File: src/rtl/core/preset_countdown_timer_control_assert.svh
// Assertion macros for the preset countdown timer control.
`ifndef PRESET_COUNTDOWN_TIMER_CONTROL_ASSERT_SVH
`define PRESET_COUNTDOWN_TIMER_CONTROL_ASSERT_SVH

// Property that must hold at every clock edge outside reset.
`define PCTC_ASSERT_ALWAYS(label, clk, rst, prop) \
   label: assert property (@(posedge clk) disable iff (rst) (prop)) \
      else $error("assertion failed");

// Consequent must hold in the cycle after the antecedent.
`define PCTC_ASSERT_NEXT(label, clk, rst, ante, cons) \
   label: assert property (@(posedge clk) disable iff (rst) (ante) |=> (cons)) \
      else $error("assertion failed");

`endif

File: src/rtl/core/pctc_pkg.sv
// Package with types, codes and helpers of the preset countdown timer control.
package pctc_pkg;

   localparam int PRESET_COUNT = 5;
   localparam int SEL_W        = 3;
   localparam int IDX_W        = (PRESET_COUNT > 1) ? $clog2(PRESET_COUNT) : 1;

   localparam logic [4:0] HOUR_MAX = 5'd23;
   localparam logic [5:0] MIN_MAX  = 6'd59;
   localparam logic [5:0] SEC_MAX  = 6'd59;
   localparam logic [7:0] AGE_MAX  = 8'd255;
   localparam logic [7:0] LONG_PRESS_RESET = 8'd16;

   localparam logic CMD_SCAN = 1'b0;
   localparam logic CMD_TICK = 1'b1;

   localparam logic [2:0] KEY_NONE   = 3'd0;
   localparam logic [2:0] KEY_SELECT = 3'd1;
   localparam logic [2:0] KEY_FIELD  = 3'd2;
   localparam logic [2:0] KEY_INC    = 3'd3;
   localparam logic [2:0] KEY_START  = 3'd4;

   localparam logic [2:0] CODE_STANDBY = 3'd0;
   localparam logic [2:0] CODE_HOUR    = 3'd1;
   localparam logic [2:0] CODE_MIN     = 3'd2;
   localparam logic [2:0] CODE_SEC     = 3'd3;
   localparam logic [2:0] CODE_RUN     = 3'd4;
   localparam logic [2:0] CODE_PAUSE   = 3'd5;

   typedef enum logic [5:0] {
      MODE_STANDBY = 6'b000001,
      MODE_HOUR    = 6'b000010,
      MODE_MIN     = 6'b000100,
      MODE_SEC     = 6'b001000,
      MODE_RUN     = 6'b010000,
      MODE_PAUSE   = 6'b100000
   } mode_type;

   typedef struct packed {
      logic [4:0] hours;
      logic [5:0] minutes;
      logic [5:0] seconds;
   } preset_type;

   function automatic logic [2:0] mode_code(input mode_type m);
      logic [2:0] c;
      case (m)
         MODE_STANDBY: c = CODE_STANDBY;
         MODE_HOUR:    c = CODE_HOUR;
         MODE_MIN:     c = CODE_MIN;
         MODE_SEC:     c = CODE_SEC;
         MODE_RUN:     c = CODE_RUN;
         MODE_PAUSE:   c = CODE_PAUSE;
         default:      c = CODE_STANDBY;
      endcase
      return c;
   endfunction

endpackage

File: src/rtl/core/preset_countdown_timer_control.sv
// Top level of the preset countdown timer control: key decoding, presets and countdown.
//
// The block takes one item per clock: a key-scan sample (req_cmd low, req_key_code 0..7)
// or a one-second tick (req_cmd high). Every item yields exactly one result item showing
// mode, selected preset, time, LED and armed flag after that item. The whole update is one
// short pass of logic from the state registers into the state and result registers, so the
// result appears on rsp_ the cycle after acceptance, and a new item is taken every cycle as
// long as the result register is empty or being drained in the same cycle (req_ready follows
// rsp_ready combinationally). The long-press threshold is written through the csr_ port,
// which is always ready; write it only while the block is idle. There is no clearing pass:
// presets reset to zero at once.
module preset_countdown_timer_control (
   input  logic                   clock,
   input  logic                   reset,
   // configuration
   input  logic                   csr_valid,
   output logic                   csr_ready,
   input  logic [7:0]             csr_long_press_scans,
   // input items
   input  logic                   req_valid,
   output logic                   req_ready,
   input  logic                   req_cmd,
   input  logic [2:0]             req_key_code,
   // result items
   output logic                   rsp_valid,
   input  logic                   rsp_ready,
   output logic [2:0]             rsp_mode,
   output logic [pctc_pkg::SEL_W-1:0] rsp_preset_number,
   output logic [4:0]             rsp_hours,
   output logic [5:0]             rsp_minutes,
   output logic [5:0]             rsp_seconds,
   output logic                   rsp_led_on,
   output logic                   rsp_armed
);
   import pctc_pkg::*;

   `include "preset_countdown_timer_control_assert.svh"

   // State registers
   logic [7:0]       long_press_ff;
   mode_type         mode_ff, mode_in;
   logic [SEL_W-1:0] sel_ff, sel_in;
   logic [4:0]       hour_ff, hour_in;
   logic [5:0]       min_ff, min_in;
   logic [5:0]       sec_ff, sec_in;
   logic             armed_ff, armed_in;
   logic [2:0]       prev_key_ff, prev_key_in;
   logic [7:0]       age_ff, age_in;
   logic             led_ff, led_in;
   preset_type       store_ff [PRESET_COUNT];

   // Result register
   logic             rsp_valid_ff, rsp_valid_in;
   logic [2:0]       rsp_mode_ff;
   logic [SEL_W-1:0] rsp_sel_ff;
   logic [4:0]       rsp_hour_ff;
   logic [5:0]       rsp_min_ff;
   logic [5:0]       rsp_sec_ff;
   logic             rsp_led_ff;
   logic             rsp_armed_ff;

   logic             req_accept;
   logic             store_wr_en;
   logic [IDX_W-1:0] store_wr_idx;
   logic [IDX_W-1:0] store_rd_idx;
   logic [SEL_W-1:0] sel_next;
   preset_type       store_rd;
   logic [2:0]       diff, down, up;
   logic [4:0]       hour_bump;
   logic [5:0]       min_bump;
   logic [5:0]       sec_bump;
   logic             set_mode;

   assign csr_ready  = 1'b1;
   assign req_ready  = !rsp_valid_ff || rsp_ready;
   assign req_accept = req_valid && req_ready;

   // Wrapping increments of the field being set
   assign hour_bump = (hour_ff >= HOUR_MAX) ? 5'd0 : hour_ff + 5'd1;
   assign min_bump  = (min_ff  >= MIN_MAX)  ? 6'd0 : min_ff  + 6'd1;
   assign sec_bump  = (sec_ff  >= SEC_MAX)  ? 6'd0 : sec_ff  + 6'd1;

   assign set_mode = (mode_ff == MODE_HOUR) || (mode_ff == MODE_MIN) || (mode_ff == MODE_SEC);

   // Next preset slot on a select key; wrap back to the first slot
   assign sel_next = (sel_ff >= SEL_W'(PRESET_COUNT)) ? SEL_W'(1) : sel_ff + SEL_W'(1);
   assign store_rd_idx = IDX_W'(sel_next - SEL_W'(1));
   assign store_rd     = store_ff[store_rd_idx];
   assign store_wr_idx = IDX_W'(sel_ff - SEL_W'(1));

   // Edge detection on the raw key codes
   assign diff = prev_key_ff ^ req_key_code;
   assign down = req_key_code & diff;
   assign up   = ~req_key_code & diff;

   always_comb begin
      mode_in     = mode_ff;
      sel_in      = sel_ff;
      hour_in     = hour_ff;
      min_in      = min_ff;
      sec_in      = sec_ff;
      armed_in    = armed_ff;
      prev_key_in = prev_key_ff;
      age_in      = age_ff;
      led_in      = led_ff;
      store_wr_en = 1'b0;

      if (req_accept) begin
         if (req_cmd == CMD_SCAN) begin
            prev_key_in = req_key_code;
            // restart the press age on a new press, else age it up to saturation
            if (down != 3'd0) begin
               age_in = 8'd0;
            end else if (age_ff != AGE_MAX) begin
               age_in = age_ff + 8'd1;
            end

            if (age_in <= long_press_ff) begin
               // short press: act on the released key
               case (up)
                  KEY_SELECT: begin
                     if (mode_ff == MODE_STANDBY) begin
                        sel_in  = sel_next;
                        hour_in = store_rd.hours;
                        min_in  = store_rd.minutes;
                        sec_in  = store_rd.seconds;
                     end
                  end
                  KEY_FIELD: begin
                     armed_in = 1'b0;
                     case (mode_ff)
                        MODE_STANDBY: mode_in = MODE_HOUR;
                        MODE_HOUR:    mode_in = MODE_MIN;
                        MODE_MIN:     mode_in = MODE_SEC;
                        MODE_SEC:     mode_in = MODE_HOUR;
                        default:      mode_in = mode_ff;
                     endcase
                  end
                  KEY_INC: begin
                     if (mode_ff == MODE_HOUR) hour_in = hour_bump;
                     if (mode_ff == MODE_MIN)  min_in  = min_bump;
                     if (mode_ff == MODE_SEC)  sec_in  = sec_bump;
                  end
                  KEY_START: begin
                     if (armed_ff) begin
                        mode_in = (mode_ff != MODE_RUN) ? MODE_RUN : MODE_PAUSE;
                     end
                  end
                  default: begin
                  end
               endcase
            end else begin
               // long press: act on the held key at every scan
               case (req_key_code)
                  KEY_FIELD: begin
                     if (set_mode) begin
                        store_wr_en = 1'b1;
                        mode_in     = MODE_STANDBY;
                        armed_in    = 1'b1;
                     end
                  end
                  KEY_INC: begin
                     if (mode_ff == MODE_HOUR) hour_in = hour_bump;
                     if (mode_ff == MODE_MIN)  min_in  = min_bump;
                     if (mode_ff == MODE_SEC)  sec_in  = sec_bump;
                  end
                  KEY_START: begin
                     if (mode_ff inside {MODE_RUN, MODE_PAUSE}) begin
                        mode_in = MODE_STANDBY;
                     end
                  end
                  default: begin
                  end
               endcase
            end
         end else begin
            // tick: count down with borrow, hold at zero, blink while running
            if (mode_ff == MODE_RUN) begin
               led_in = !led_ff;
               if (sec_ff != 6'd0) begin
                  sec_in = sec_ff - 6'd1;
               end else if (min_ff != 6'd0) begin
                  min_in = min_ff - 6'd1;
                  sec_in = SEC_MAX;
               end else if (hour_ff != 5'd0) begin
                  hour_in = hour_ff - 5'd1;
                  min_in  = MIN_MAX;
                  sec_in  = SEC_MAX;
               end
            end else begin
               led_in = 1'b0;
            end
         end
      end
   end

   assign rsp_valid_in = req_accept || (rsp_valid_ff && !rsp_ready);

   always_ff @(posedge clock) begin
      if (reset) begin
         long_press_ff <= LONG_PRESS_RESET;
         mode_ff       <= MODE_STANDBY;
         sel_ff        <= SEL_W'(1);
         hour_ff       <= '0;
         min_ff        <= '0;
         sec_ff        <= '0;
         armed_ff      <= 1'b0;
         prev_key_ff   <= KEY_NONE;
         age_ff        <= AGE_MAX;
         led_ff        <= 1'b1;
         rsp_valid_ff  <= 1'b0;
         for (int i = 0; i < PRESET_COUNT; i++) begin
            store_ff[i] <= '0;
         end
      end else begin
         if (csr_valid && csr_ready) begin
            long_press_ff <= csr_long_press_scans;
         end
         mode_ff      <= mode_in;
         sel_ff       <= sel_in;
         hour_ff      <= hour_in;
         min_ff       <= min_in;
         sec_ff       <= sec_in;
         armed_ff     <= armed_in;
         prev_key_ff  <= prev_key_in;
         age_ff       <= age_in;
         led_ff       <= led_in;
         rsp_valid_ff <= rsp_valid_in;
         if (store_wr_en) begin
            store_ff[store_wr_idx] <= '{hours: hour_ff, minutes: min_ff, seconds: sec_ff};
         end
      end
   end

   // Capture the state after the item into the result register
   always_ff @(posedge clock) begin
      if (req_accept) begin
         rsp_mode_ff  <= mode_code(mode_in);
         rsp_sel_ff   <= sel_in;
         rsp_hour_ff  <= hour_in;
         rsp_min_ff   <= min_in;
         rsp_sec_ff   <= sec_in;
         rsp_led_ff   <= led_in;
         rsp_armed_ff <= armed_in;
      end
   end

   assign rsp_valid         = rsp_valid_ff;
   assign rsp_mode          = rsp_mode_ff;
   assign rsp_preset_number = rsp_sel_ff;
   assign rsp_hours         = rsp_hour_ff;
   assign rsp_minutes       = rsp_min_ff;
   assign rsp_seconds       = rsp_sec_ff;
   assign rsp_led_on        = rsp_led_ff;
   assign rsp_armed         = rsp_armed_ff;

   // Selected slot always names a real preset
   `PCTC_ASSERT_ALWAYS(a_sel_range, clock, reset,
      (sel_ff != '0) && (sel_ff <= SEL_W'(PRESET_COUNT)))
   // Time fields never leave their clock ranges
   `PCTC_ASSERT_ALWAYS(a_time_range, clock, reset,
      (hour_ff <= HOUR_MAX) && (min_ff <= MIN_MAX) && (sec_ff <= SEC_MAX))
   // An accepted item always leaves a result behind
   `PCTC_ASSERT_NEXT(a_accept_result, clock, reset, req_accept, rsp_valid_ff)
   // A tick outside running switches the LED off
   `PCTC_ASSERT_NEXT(a_led_off, clock, reset,
      req_accept && (req_cmd == CMD_TICK) && (mode_ff != MODE_RUN), !led_ff)

endmodule

File: config.mk
export PLATFORM = sky130hd
export DESIGN_NAME = preset_countdown_timer_control
export DESIGN_NICKNAME = d
export VERILOG_FILES = /design/src/rtl/core/pctc_pkg.sv /design/src/rtl/core/preset_countdown_timer_control.sv
export VERILOG_INCLUDE_DIRS = /design/src /design/src/rtl/core
export SDC_FILE = /design/constraint.sdc
export NUM_CORES = 1
export LEC_CHECK = 0
export BUFFER_PORTS_ARGS = -buffer_cell sky130_fd_sc_hd__buf_4
export CAP_MARGIN = 40
export CORE_UTILIZATION = 29
export CTS_BUF_LIST = sky130_fd_sc_hd__clkbuf_2 sky130_fd_sc_hd__clkbuf_4 sky130_fd_sc_hd__clkbuf_8
export CTS_CLUSTER_SIZE = 28
export DETAILED_ROUTE_END_ITERATION = 10
export HOLD_SLACK_MARGIN = 0.03
export SLEW_MARGIN = 20
export SYNTH_ARGS = -nofsm -noshare
export SYNTH_HDL_FRONTEND = slang
export SYNTH_SLANG_ARGS = --single-unit
export TNS_END_PERCENT = 50
File: constraint.sdc
create_clock -name clock -period 9.96 [get_ports clock]
set_clock_uncertainty 0.2 [all_clocks]
set_input_delay 0 -clock clock [delete_from_list [all_inputs] [get_ports clock]]
set_output_delay 0 -clock clock [all_outputs]
set_load 0.01 [all_outputs]
# Word level (Yosys, flattened, before mapping)
# Memory sizes are Yosys's and may differ from the RTL's.
# Cells that the tools add are included.
word_totals:
  ff_bits: 73
  ramBits: 85
  inputBits: 17
  output_inout_bits: 28
  elab_cells: 155
  n_memories: 1
mem_list:
  columns: ["name", "words", "width", "read_ports", "rd_ports_with_merged_regs", "wr", "line_no", "source"]
  rows:
  - ["store_ff", 5, 17, 1, 0, 5, "preset_countdown_timer_control.sv:50", "preset_type store_ff [PRESET_COUNT];"]
classes:
  add_sub_neg: 10
  magnitude_cmp: 5
  n_eq_ne: 20
  mux: 79
  bitwise: 5
  n_reduce_logical: 17
ops:
  columns: ["op", "count"]
  rows:
  - ["6-bit two-way mux", 29]
  - ["5-bit two-way mux", 11]
  - ["6-bit one-hot mux with 2 select lines", 4]
  - ["8-bit two-way mux", 4]
  - ["3-bit two-way mux", 7]
  - ["1-bit two-way mux", 20]
  - ["6-bit one-hot mux with 3 select lines", 1]
  - ["17-bit two-way mux", 1]
  - ["17-bit OR reduction", 1]
  - ["3-bit one-hot mux with 5 select lines", 1]
  - ["6-bit by 1-bit adder with 6-bit output, second input constant", 2]
  - ["3-bit by 2-bit == test with 1-bit output, second input constant", 4]
  - ["6-bit by 2-bit == test with 1-bit output, second input constant", 2]
  - ["6-bit by 3-bit == test with 1-bit output, second input constant", 2]
  - ["6-bit by 4-bit == test with 1-bit output, second input constant", 2]
  - ["6-bit by 5-bit == test with 1-bit output, second input constant", 2]
  - ["6-bit == test, second input constant", 2]
  - ["6-bit >= comparator, second input constant", 2]
  - ["6-bit nonzero test", 2]
  - ["6-bit by 1-bit subtractor with 6-bit output, second input constant", 2]
  - ["5-bit one-hot mux with 2 select lines", 1]
  - ["8-bit by 1-bit adder with 8-bit output, second input constant", 1]
  - ["8-bit less-or-equal comparator", 1]
  - ["8-bit != test, second input constant", 1]
  - ["22 further kinds", 31]

# Depth between registers and ports, before layout
depth:
  ltp_word: 15
  ltp_mapped: 17
  depth_no_buf: 15

# Worst setup path after synthesis
# Ideal clock, no wire load.
synth_path:
  path_type: "reg-to-reg"
  from: "register age_ff[0]"
  to: "memory store_ff[7][0] (netlist bit), enable pin"
  setup_ns: 0.412
  t_arrival_ns: 4.244
  t_required_ns: 9.348
  slack_ns: 5.103
  stages_incl_launch_ff: 17
  path_buffers: 3
  synth_period_minus_slack_ns: 4.857
  cell_sequence: "dfxtp_1 > ha_1 > and3_1 > nand3_1 > nand3_1 > xor2_1 > nor2_1 > ha_1 > a211oi_1 > o2111a_1 > or2_1 > buf_2 > nor2_2 > nand3_1 > clkbuf_1 > clkbuf_1 > nor3_1"
synth_lines:
  columns: ["item", "line_no", "source"]
  rows:
  - ["start: declaration", "preset_countdown_timer_control.sv:48", "logic [7:0] age_ff, age_in;"]
  - ["start signal: assignment", "preset_countdown_timer_control.sv:226", "age_ff <= age_in;"]
  - ["end: declaration", "preset_countdown_timer_control.sv:50", null]

==> impl_metrics.tcl <==
set metrics [dict create \
    status "completed" \
    grt_setup_unrepaired "no" \
    syn-mean-instance-area_um2 11.2 \
    final_cell_mix "edfxtp_1 (161), nor2_1 (85), and2_1 (73)" \
    post-route-min-period_ns 5.05 \
    clock_latency_ns 0.56 \
    r2r_cells 17 \
    fillers 3773 \
    antenna_found_initial 0 \
    vias 8437 \
    p_per_area_nw_per_um2 158 \
    track_usage_pct 16.1 \
    drtPass1Iterations 5 \
    seq_area_um2 5800 \
    synth.area.top_cells "edfxtp_1 (43%), dfxtp_1 (8.6%), mux4_2 (6.8%)" \
    async_flop_share_pct 0 \
    slew_violations 0 \
    wl_per_cell_um 19.2 \
    ff2ff_setup_slack_ns 4.91 \
    syn_inst 998 \
    cp-start-kind "register" \
    setup_viol 0 \
    place_congestion 0.885 \
    grt-ovfl-total 0 \
    ys_warn_count 0 \
    yosys.area.top_type_share_pct 43.2 \
    mostFrequentLayoutCell "edfxtp_1" \
    ir_drop_mv 0.113 \
    hold_slack_ns 0.110 \
    syn_nets 1034 \
    cp_max_fo 13 \
    rows 71 \
    dpl_cell_area_um2 12000 \
    dieHeight_um 199 \
    grt_pass1_vias 8455 \
    cp-startpoint "age_ff[0]" \
    synth-seq-cells 209 \
    placedCellCount 1503 \
    fin_area_um2 13200 \
    crit_path_end "store_ff[3][5]" \
    cts_tree "built" \
    numPortBuffers 43 \
    slew-limit-headroom_pct 45.1 \
    p_leak_nw 4.83 \
    grt_max_degree 36 \
    via_per_inst 5.23 \
    h-tree-depth 2 \
    synth_flop_cell "edfxtp_1" \
    area.growth.synth_to_final_pct 18.0 \
    first_iter_violations 669 \
    setup_tns_ns 0 \
    dp_slack_ns 4.88 \
    layout.cells.non_filler 1613 \
    worstReg2RegEnd "store_ff[3][5]" \
    cts_root_buf "clkbuf_8" \
    hold_viol 0 \
    cts_sinks 209 \
    arrival_ns 5.08 \
    drive_above_1_share_pct 17.6 \
    fin_crit_sh_pct 50.7 \
    finish.utilization_pct 34.9 \
    wl_um 31000 \
    clk_pin_slew_worst_paths_ns 0.06 \
    die_width_um 199 \
    maxCapViolCount 0 \
    dieArea_um2 39400 \
    fmax_mhz 198 \
    worstSetupPathType "reg2reg" \
    netlist-cell-type-count 89 \
    final_antenna_net_count 0 \
    core_um2 37800 \
    reg2reg_from "age_ff[0]" \
    dpl.hpwl_um 20700 \
    synth_seq_area_share_pct 51.8 \
    endpoint_kind "register" \
    cts_max_path_buffers 3 \
    nets 1115 \
    multi_input_area_um2 4950 \
    cts_setup_buffers 0 \
    tightest_slew_ns 0.823 \
    hp-class "in2reg" \
    finalPower_mw 2.09 \
    start_util_pct 29.6 \
    critPathRequiredTime_ns 9.99 \
    drc 0 \
    grt_pass1_wl_um 48600 \
    pin_count 45 \
    synth-edff-count 161 \
    setup_ws_ns 4.91 \
    cts_buffers 36 \
    syn-cell-area_um2 11200 \
    antenna_cells 0 \
    synth_top_cell_by_area "edfxtp_1" \
]
## flip-flops by register name, indices dropped and copies added, names as in the netlist, 3 cells and up
name	cells
hour_ff	5
rsp_seconds	6
rsp_preset_number	3
mode_ff	6
age_ff	8
long_press_ff	8
sec_ff	6
min_ff	6
sel_ff	3
rsp_mode	3
rsp_hours	5
rsp_minutes	6
prev_key_ff	3
store_ff	136
## cells by family (layout without fill, tap and decap cells)
logic type | Yosys count | in the layout | share of synthesized area [%]
AND/OR/NAND/NOR | 388 | 388 | 18.8
AO/OA/AOI/OAI | 213 | 213 | 13.0
flip-flops | 209 | 209 | 51.8
buffers and inverters | 98 | 202 | 4.18
multiplexers | 61 | 61 | 9.25
adder cells (fa/ha/maj) | 19 | 19 | 2.12
XOR/XNOR | 9 | 9 | 0.872
other | 1 | 1 | 0.0335
## report_power, final
part	internal, mW	switching, mW
registers	0.970	0.0322
logic	0.112	0.167
clock network	0.451	0.358
total	1.53	0.558
## critical path, stage by stage (launching register included)
cell and delay, ns:
dfxtp_1 0.41, ha_1 0.23, and3_1 0.25, nand3_1 0.24
nand3_1 0.17, xor2_1 0.16, nor2_1 0.08, ha_1 0.33
a211oi_1 0.08, o211ai_1 0.22, o21ai_2 0.12, or2_1 0.43
buf_6 0.25, nor2_2 0.22, nand3_1 0.38, buf_6 0.29
o21ai_1 0.38, buf_4 0.31
## final cells by class
| cell class | instances | share of cell area, % |
|---|---|---|
| sequential | 209 | 43.9 |
| multi-input combinational | 691 | 37.5 |
| timing repair buffer | 113 | 7.53 |
| tap | 511 | 4.84 |
| clock buffer | 51 | 4.65 |
| clock inverter | 10 | 0.824 |
| inverter | 28 | 0.796 |
## per-layer routing
layer | up-vias | GRT usage, % | wire length (um)
li1 | 3928 | - | -
met1 | 4170 | 21.5 | 13600
met2 | 275 | 26.3 | 14700
met3 | 64 | 2.90 | 1780
met4 | 0 | 5.21 | 842
met5 | - | 0 | 0
## Yosys cell counts, drive strengths merged, types with 5 or more instances
library cell / count
a211oi: 15
and3: 8
o22ai: 6
dfxtp: 48
ha: 19
edfxtp: 161
mux4: 34
nor4: 6
xor2: 6
clkbuf: 42
or3: 7
nor3: 58
nor4b: 5
and2: 73
nand2: 61
a21oi: 43
o211ai: 10
a221oi: 7
or2: 5
nor2: 88
inv: 26
o21ai: 61
a211o: 5
nand3: 29
o31ai: 5
nand2b: 18
buf: 28
a31oi: 8
mux2i: 27
nand4: 9
or4b: 5
a21o: 9
## worst min-delay path by stage
stage	from	slack, ns	endpoint	cells past startpoint
3_5_place_dp	csr_long_press_scans[4]	0.04	long_press_ff[4]	3
5_1_grt	rsp_ready	0.15	min_ff[4]	5
6_report	rsp_ready	0.11	min_ff[4]	5
4_1_cts	csr_valid	0.1	long_press_ff[4]	3
2_1_floorplan	req_valid	-0.07	rsp_valid	2
3_3_place_gp	csr_long_press_scans[4]	0.03	long_press_ff[4]	3
## repair_timing
action                                 CTS  global route
endpoints found under the hold margin   58             0
resized for setup                        0             0
hold buffers                            45             0
Power figures use the tool's default switching activity.
